`src/hw/rtl/dttf_pkg.sv`:
```
// ----------------------------------------------------------------------------
// dttf_pkg
// Shared types, character codes and parse phase codes for the decimal text
// to fixed-point converter.
// ----------------------------------------------------------------------------
package dttf_pkg;

    // Default format: unsigned Q32.32
    localparam int INT_BITS_DEF  = 32;
    localparam int FRAC_BITS_DEF = 32;
    localparam int VALUE_W       = 64;

    // Parse phase codes
    localparam int          PHASE_W = 2;
    localparam logic [1:0]  PH_INT  = 2'd0;
    localparam logic [1:0]  PH_FRAC = 2'd1;
    localparam logic [1:0]  PH_BAD  = 2'd2;

    // Fraction digit counter, saturates at the last weighted digit
    localparam int          FDIG_W          = 4;
    localparam logic [3:0]  MAX_FRAC_DIGITS = 4'd10;

    // Character codes
    localparam logic [7:0]  CHAR_ZERO = 8'h30;
    localparam logic [7:0]  CHAR_NINE = 8'h39;
    localparam logic [7:0]  CHAR_DOT  = 8'h2E;

    // One input beat: a character of the number text
    typedef struct packed {
        logic [7:0] ch;
        logic       has_char;
        logic       last;
    } char_beat_t;

    // One result beat
    typedef struct packed {
        logic [VALUE_W-1:0] value;
        logic               ok;
        logic               overflow;
    } res_beat_t;

    // 10^k, evaluated at elaboration
    function automatic longint unsigned pow10(input int k);
        longint unsigned p;
        p = 64'd1;
        for (int i = 0; i < k; i++)
        begin
            p = p * 64'd10;
        end
        return p;
    endfunction

endpackage

```
`src/hw/rtl/dttf_step.sv`:
```
// ----------------------------------------------------------------------------
// dttf_step
// Parser state and the per-character update: integer multiply-by-ten
// accumulate, fraction scale accumulate, saturation and grammar tracking.
// ----------------------------------------------------------------------------
module dttf_step #(
    parameter int INT_BITS  = dttf_pkg::INT_BITS_DEF,
    parameter int FRAC_BITS = dttf_pkg::FRAC_BITS_DEF
) (
    input  logic                   clk,
    input  logic                   rst_n,
    input  logic                   step_en,
    input  dttf_pkg::char_beat_t   beat,
    output dttf_pkg::res_beat_t    result
);
    import dttf_pkg::*;

    localparam int IW = INT_BITS + 4;
    localparam int FW = FRAC_BITS + 4;

    // Parser state
    logic [PHASE_W-1:0]   phase_reg,    phase_next;
    logic [INT_BITS-1:0]  int_acc_reg,  int_acc_next;
    logic [FRAC_BITS-1:0] frac_acc_reg, frac_acc_next;
    logic [FDIG_W-1:0]    frac_dig_reg, frac_dig_next;
    logic                 sat_reg,      sat_next;

    // Updated state before the end-of-string clear
    logic [PHASE_W-1:0]   phase_upd;
    logic [INT_BITS-1:0]  int_upd;
    logic [FRAC_BITS-1:0] frac_upd;
    logic [FDIG_W-1:0]    fdig_upd;
    logic                 sat_upd;

    logic                 is_digit;
    logic                 is_dot;
    logic [3:0]           digit;
    logic [FDIG_W-1:0]    k_next;
    logic [IW-1:0]        int_wide;
    logic [FW-1:0]        frac_wide;
    logic [FRAC_BITS-1:0] scale_tab [16];
    logic [FRAC_BITS-1:0] scale_sel;
    logic [INT_BITS+FRAC_BITS-1:0] q_word;

    // Fraction weights: 2^FRAC_BITS / 10^k rounded half up, k = 1..10
    for (genvar k = 0; k < 16; k++)
    begin : g_scale
        if (k >= 1 && k <= 10)
        begin : g_used
            localparam longint unsigned P = pow10(k);
            localparam longint unsigned S = ((64'd1 << FRAC_BITS) + P / 2) / P;
            assign scale_tab[k] = FRAC_BITS'(S);
        end
        else
        begin : g_unused
            assign scale_tab[k] = '0;
        end
    end

    // Character classification
    assign is_digit = (beat.ch >= CHAR_ZERO) && (beat.ch <= CHAR_NINE);
    assign is_dot   = (beat.ch == CHAR_DOT);
    assign digit    = 4'(beat.ch - CHAR_ZERO);
    assign k_next   = frac_dig_reg + 4'd1;
    assign scale_sel = scale_tab[k_next];

    // acc * 10 + digit, as two shifted adds
    assign int_wide = ({4'b0, int_acc_reg} << 3) + ({4'b0, int_acc_reg} << 1)
                    + IW'(digit);

    // frac + digit * weight
    assign frac_wide = {4'b0, frac_acc_reg} + (FW'(digit) * FW'(scale_sel));

    // Per-character update
    always_comb
    begin
        phase_upd = phase_reg;
        int_upd   = int_acc_reg;
        frac_upd  = frac_acc_reg;
        fdig_upd  = frac_dig_reg;
        sat_upd   = sat_reg;
        if (beat.has_char)
        begin
            case (phase_reg)
                PH_INT:
                begin
                    if (is_digit)
                    begin
                        if (int_wide[IW-1:INT_BITS] != 4'd0)
                        begin
                            int_upd = '1;
                            sat_upd = 1'b1;
                        end
                        else
                        begin
                            int_upd = int_wide[INT_BITS-1:0];
                        end
                    end
                    else if (is_dot)
                    begin
                        phase_upd = PH_FRAC;
                    end
                    else
                    begin
                        phase_upd = PH_BAD;
                    end
                end
                PH_FRAC:
                begin
                    if (is_digit)
                    begin
                        // digits past the tenth carry no weight
                        if (frac_dig_reg < MAX_FRAC_DIGITS)
                        begin
                            fdig_upd = k_next;
                            if (frac_wide[FW-1:FRAC_BITS] != 4'd0)
                            begin
                                frac_upd = '1;
                                sat_upd  = 1'b1;
                            end
                            else
                            begin
                                frac_upd = frac_wide[FRAC_BITS-1:0];
                            end
                        end
                    end
                    else
                    begin
                        phase_upd = PH_BAD;
                    end
                end
                default:
                begin
                    phase_upd = PH_BAD;
                end
            endcase
        end
    end

    // Result built from the updated state
    assign q_word          = {int_upd, frac_upd};
    assign result.value    = VALUE_W'(q_word);
    assign result.ok       = (phase_upd == PH_INT) || (phase_upd == PH_FRAC);
    assign result.overflow = sat_upd;

    // Commit on a consumed beat; end of string returns to the start state
    always_comb
    begin
        phase_next    = phase_reg;
        int_acc_next  = int_acc_reg;
        frac_acc_next = frac_acc_reg;
        frac_dig_next = frac_dig_reg;
        sat_next      = sat_reg;
        if (step_en)
        begin
            if (beat.last)
            begin
                phase_next    = PH_INT;
                int_acc_next  = '0;
                frac_acc_next = '0;
                frac_dig_next = '0;
                sat_next      = 1'b0;
            end
            else
            begin
                phase_next    = phase_upd;
                int_acc_next  = int_upd;
                frac_acc_next = frac_upd;
                frac_dig_next = fdig_upd;
                sat_next      = sat_upd;
            end
        end
    end

    always_ff @(posedge clk or negedge rst_n)
    begin
        if (!rst_n)
        begin
            phase_reg    <= PH_INT;
            int_acc_reg  <= '0;
            frac_acc_reg <= '0;
            frac_dig_reg <= '0;
            sat_reg      <= 1'b0;
        end
        else
        begin
            phase_reg    <= phase_next;
            int_acc_reg  <= int_acc_next;
            frac_acc_reg <= frac_acc_next;
            frac_dig_reg <= frac_dig_next;
            sat_reg      <= sat_next;
        end
    end

endmodule

```
`src/hw/rtl/decimal_text_to_fixed_core.sv`:
```
// ----------------------------------------------------------------------------
// decimal_text_to_fixed_core
// Converts an unsigned decimal text, one character per beat, into an
// unsigned Q(INT_BITS).(FRAC_BITS) value with grammar-ok and overflow flags.
// ----------------------------------------------------------------------------
// One character beat is taken every clock cycle, except while a last beat
// waits in the input register for the result slot. A beat is registered on
// entry, and the parser state is updated from that register; the beat
// marked last also loads the result register that drives res_beat. The
// combinational multiply-by-ten add of the integer part and the weighted add
// of the fraction part in dttf_step set this rate.
// The result register frees as soon as it is taken, and character beats
// keep flowing while it waits; only a second last beat waits for the slot.
// Fraction digits past the tenth are accepted and add nothing; the reported
// value keeps the low 64 bits of integer and fraction parts side by side.
// ----------------------------------------------------------------------------
module decimal_text_to_fixed_core #(
    parameter int INT_BITS  = dttf_pkg::INT_BITS_DEF,
    parameter int FRAC_BITS = dttf_pkg::FRAC_BITS_DEF
) (
    input  logic                  clk,
    input  logic                  rst_n,
    input  logic                  char_valid,
    output logic                  char_stall,
    input  dttf_pkg::char_beat_t  char_beat,
    output logic                  res_valid,
    input  logic                  res_stall,
    output dttf_pkg::res_beat_t   res_beat
);
    import dttf_pkg::*;

    logic        s1_valid_reg, s1_valid_next;
    char_beat_t  s1_beat_reg;
    logic        out_valid_reg, out_valid_next;
    res_beat_t   out_beat_reg;
    res_beat_t   step_result;
    logic        out_free;
    logic        s1_adv;
    logic        char_take;

    // Handshake control
    assign out_free   = !out_valid_reg || !res_stall;
    assign s1_adv     = s1_valid_reg && (!s1_beat_reg.last || out_free);
    assign char_stall = s1_valid_reg && !s1_adv;
    assign char_take  = char_valid && !char_stall;

    assign s1_valid_next  = char_take ? 1'b1 : (s1_adv ? 1'b0 : s1_valid_reg);
    assign out_valid_next = (s1_adv && s1_beat_reg.last) ? 1'b1
                          : (res_stall ? out_valid_reg : 1'b0);

    // Parser
    dttf_step #(
        .INT_BITS  (INT_BITS),
        .FRAC_BITS (FRAC_BITS)
    ) u_step (
        .clk     (clk),
        .rst_n   (rst_n),
        .step_en (s1_adv),
        .beat    (s1_beat_reg),
        .result  (step_result)
    );

    // Input register
    always_ff @(posedge clk or negedge rst_n)
    begin
        if (!rst_n)
        begin
            s1_valid_reg <= 1'b0;
        end
        else
        begin
            s1_valid_reg <= s1_valid_next;
        end
    end

    always_ff @(posedge clk)
    begin
        if (char_take)
        begin
            s1_beat_reg <= char_beat;
        end
    end

    // Result register
    always_ff @(posedge clk or negedge rst_n)
    begin
        if (!rst_n)
        begin
            out_valid_reg <= 1'b0;
        end
        else
        begin
            out_valid_reg <= out_valid_next;
        end
    end

    always_ff @(posedge clk)
    begin
        if (s1_adv && s1_beat_reg.last)
        begin
            out_beat_reg <= step_result;
        end
    end

    assign res_valid = out_valid_reg;
    assign res_beat  = out_beat_reg;

    // A last beat leaving the input register always lands a result
    a_last_lands: assert property (@(posedge clk) disable iff (!rst_n)
        (s1_adv && s1_beat_reg.last) |=> out_valid_reg)
        else $error("last beat consumed without a result");

    // A result only appears from a consumed last beat
    a_no_spurious: assert property (@(posedge clk) disable iff (!rst_n)
        (!out_valid_reg && !(s1_valid_reg && s1_beat_reg.last)) |=> !out_valid_reg)
        else $error("result raised without a last beat");

    // Input stalls only while a pending beat is held
    a_stall_cause: assert property (@(posedge clk) disable iff (!rst_n)
        char_stall |-> (s1_valid_reg && s1_beat_reg.last && out_valid_reg && res_stall))
        else $error("input stalled without a blocked last beat");

endmodule
```
`config.mk`:
```
export PLATFORM = sky130hd
export DESIGN_NAME = decimal_text_to_fixed_core
export DESIGN_NICKNAME = d
export VERILOG_FILES = /design/src/hw/rtl/dttf_pkg.sv /design/src/hw/rtl/dttf_step.sv /design/src/hw/rtl/decimal_text_to_fixed_core.sv
export SDC_FILE = /design/constraint.sdc
export NUM_CORES = 1
export LEC_CHECK = 0
export BUFFER_PORTS_ARGS = -buffer_cell sky130_fd_sc_hd__buf_2
export CORE_ASPECT_RATIO = 0.5
export CORE_UTILIZATION = 30
export CTS_CLUSTER_DIAMETER = 60
export DETAILED_ROUTE_END_ITERATION = 6
export GPL_TIMING_DRIVEN = 0
export HOLD_SLACK_MARGIN = 0.02
export PLACE_DENSITY = 0.57
export SYNTH_ARGS = -nofsm -noshare
export SYNTH_HDL_FRONTEND = slang
export SYNTH_SLANG_ARGS = --single-unit
```
`constraint.sdc`:
```
create_clock -name clk -period 7.7 [get_ports clk]
set_input_delay 0.77 -clock clk [delete_from_list [all_inputs] [get_ports clk]]
set_output_delay 0.77 -clock clk [all_outputs]
set_load 0.03 [all_outputs]
```
==> results.json <==
{
  "synth-async-reset-ratio_pct": 49.0,
  "switching_power_uw": 750,
  "number_of_buffers_added_to_fix_hold_violations_after_cts": 0,
  "fin_hold_ws_ns": 0.226,
  "avgRoutedWirePerCell_um": 17.2,
  "period_minus_slack_ns": 7.23,
  "synth_seq_area_share_pct": 31.7,
  "syn_nets": 1643,
  "synthesis.yosys.warnings": 0,
  "top_level_ports": 82,
  "placed_cell_area_um2": 14200,
  "cp_data_required_time_ns": 7.96,
  "cellPowerDensity_nw_per_um2": 150,
  "max_ffs_per_register": 66,
  "stdcell_area_um2": 14700,
  "finClkSkew_ns": 0.0178,
  "ys_seq_elements": 149,
  "layout-drive-gt1-share_pct": 9.31,
  "clkTransAtPathRegs_ns": 0.08,
  "combinationalPowerShare_pct": 22.9,
  "run_status": "completed",
  "ctsHtreeMaxLevel": 4,
  "irDropWorstVdd_mv": 0.131,
  "die_width_um": 296,
  "antennaDiodeCount": 0,
  "cts_setup_buffers": 0,
  "total_wire_length_after_detailed_routing_um": 36400,
  "synth.top_cell.area_share_pct": 17.6,
  "dr.first_iter.drc_count": 787,
  "cts_tree": "built",
  "power.leakage_nw": 6.88,
  "yosys.cell_count.top_type": "inv_1",
  "io_buffer_count": 81,
  "synth_flop_type": "edfxtp_1",
  "end_kind": "flop",
  "critical_path.startpoint_type": "flop",
  "post_synth_num_cell_types": 66,
  "finalMaxSlewViolations": 0,
  "fmaxAchievable_mhz": 138,
  "die_area_um2": 44200,
  "antenna_found_initial": 0,
  "globalRouteTotalUtil_pct": 17.2,
  "clock_tree.buffer_depth": 2,
  "worstSkewPairLatency_ns": 0.46,
  "fin_nets": 1745,
  "flow.area_growth_from_synthesis_pct": 13.6,
  "drv_cap": 0,
  "hold_violations": 0,
  "hpwlAfterDp_um": 28200,
  "power.clock.fraction_pct": 37.8,
  "core_region_area_um2": 42300,
  "ff2ff_path_depth": 24,
  "share_seq_of_total_power_pct": 39.3,
  "synthTopCellsByArea": "edfxtp_1, dfrtp_1, fa_1, ha_1, inv_1",
  "grt_pass1_wl_um": 58300,
  "grt_setup_unrepaired": "no",
  "place.gp.congestion": 0.884,
  "cts-root-buf": "clkbuf_16",
  "power.share.switching_pct": 33.9,
  "timing.hold.worst.class": "primary input to async pin",
  "netlist_instances": 1431,
  "drt_pre_antenna_iters": 5,
  "cts_buffer_count": 17,
  "fp-row-count": 53,
  "yosys.area.top_type": "edfxtp_1",
  "drt.antenna.violating_nets": 0,
  "grt_start_max_net_pins": 50,
  "floorplan.initialDensity_pct": 30.7,
  "routed-via-count": 10500,
  "synth.top_cells.by_count": "inv_1, ha_1, nor2_1",
  "worst_pin_slew_ns": 1.10,
  "reg2reg_to": "res_beat[22]",
  "critPathMaxFanout": 10,
  "cellInternalPower_mw": 1.46,
  "fin_crit_sh_pct": 93.9,
  "viasPerCell": 4.97,
  "grt_residual_overflow": 0,
  "layout.filler_cells": 4437,
  "clkSinkCount": 149,
  "setup.reg_to_reg.worst_slack_ns": 0.47,
  "finalSetupViolations": 0,
  "route.detailed.drc": 0,
  "grt_pass1_vias": 10500,
  "worstPathArrival_ns": 7.49,
  "synth_area_per_inst_um2": 9.07,
  "timing_worst_setup_path_type": "flop to flop",
  "die_height_um": 149,
  "synth_enable_flop_cells": 76,
  "timing.max_slew.rel_slack_pct": 26.0,
  "critical_path.reg2reg.startpoint": "u_step.frac_dig_reg[1]",
  "post-route-util_pct": 34.9,
  "mappedNetlistArea_um2": 13000
}
==> cells in the final DEF, fill, tap and decap left out, types with 7 or more instances in the layout <==
cell type,n
a211oi_1,12
a21o_1,25
a21oi_1,108
a221o_1,12
a22o_1,20
a31oi_1,19
and2_1,72
and3_1,30
buf_2,88
clkbuf_1,44
clkbuf_16,17
dfrtp_1,73
edfxtp_1,76
fa_1,78
ha_1,120
inv_1,171
nand2_1,110
nand3_1,24
nand4_1,11
nor2_1,113
nor2b_1,11
nor3_1,21
o211ai_1,8
o21ai_0,83
o21ai_1,24
o21bai_1,7
or3_1,8
xnor2_1,28
xor2_1,27
==> power by group through the flow <==
stage | clock [mW] | combinational (mW) | sequential, mW
6_report | 0.835 | 0.507 | 0.868
5_1_grt | 0.884 | 0.574 | 0.870
2_1_floorplan | 0 | 0.330 | 0.915
3_3_place_gp | 0 | 0.502 | 0.887
4_1_cts | 0.860 | 0.508 | 0.868
3_5_place_dp | 0 | 0.505 | 0.885
==> per-stage QoR <==
step	TNS, ns	setup WS [ns]	std cells	total power, mW
after floorplan	0	1.81	1431	1.25
after global placement	-0.468	-0.158	2089	1.39
after detailed placement	-0.215	-0.110	2091	1.39
after CTS	0	0.0853	2123	2.24
after global routing	0	0.0174	2123	2.33
final	0	0.469	2123	2.21
==> worst max path at each step <==
stage / cells after the start / slack (ns) / from / endpoint
after global placement: 23 / -0.16 / u_step.frac_dig_reg[0] / res_beat[22]
after detailed placement: 23 / -0.11 / u_step.frac_dig_reg[0] / res_beat[22]
after floorplan: 23 / 1.81 / u_step.frac_dig_reg[0] / res_beat[28]
after global routing: 24 / 0.02 / u_step.frac_dig_reg[1] / res_beat[22]
final: 24 / 0.47 / u_step.frac_dig_reg[1] / res_beat[22]
after CTS: 23 / 0.09 / u_step.frac_dig_reg[0] / res_beat[22]
==> layer usage <==
metal | share of wire [%] | global-route usage [%] | up-vias
met4 | 1.6 | 4.59 | 0
met2 | 46 | 27.5 | 223
met3 | 4.8 | 3.26 | 29
met5 | 0 | 0 | -
met1 | 48 | 23.8 | 5120
li1 | - | - | 5174
==> final cells by class <==
class / count / area (um2) / share of cell area [%]
Timing Repair Buffer: 83 / 455 / 3.09
Clock buffer: 17 / 425 / 2.88
Multi-Input combinational cell: 1053 / 8010 / 54.3
Sequential cell: 149 / 4110 / 27.9
Tap cell: 577 / 722 / 4.90
Clock inverter: 15 / 139 / 0.942
Inverter: 172 / 648 / 4.39
Buffer: 57 / 235 / 1.59
==> cells by family (layout without fill, tap and decap cells) <==
logic type,count (synthesis),in the layout,synth area share (%)
simple gates,420,420,15.7
buf+inv,229,344,6.75
flops,149,149,31.7
xor+xnor,56,56,3.78
fa+ha+maj,198,198,23.6
mux,3,3,0.231
compound gates,376,376,18.3
==> what timing repair did <==
action / 4_1_cts / 5_1_grt
setup endpoints to repair: 11 / 42
gates resized for setup: 1 / 9
pin swaps: 0 / 0
==> critical path, stage by stage, from the launching register on <==
cell and delay, ns:
dfrtp_1 0.41, clkbuf_1 0.34, nand3_1 0.22, xnor2_2 0.39, clkbuf_2 0.30, o31ai_1 0.12, a21oi_1 0.32, and2_1 0.21
fa_1 0.44, fa_1 0.55, inv_1 0.05, fa_1 0.53, inv_1 0.04, ha_1 0.37, a21o_1 0.23, nand3_1 0.10
a41o_1 0.30, nand2_1 0.18, a211oi_1 0.31, mux2i_1 0.25, buf_2 0.34, clkbuf_4 0.38, buf_2 0.32, nor2_1 0.10
o21ai_0 0.23
Power figures use the tool's default switching activity.
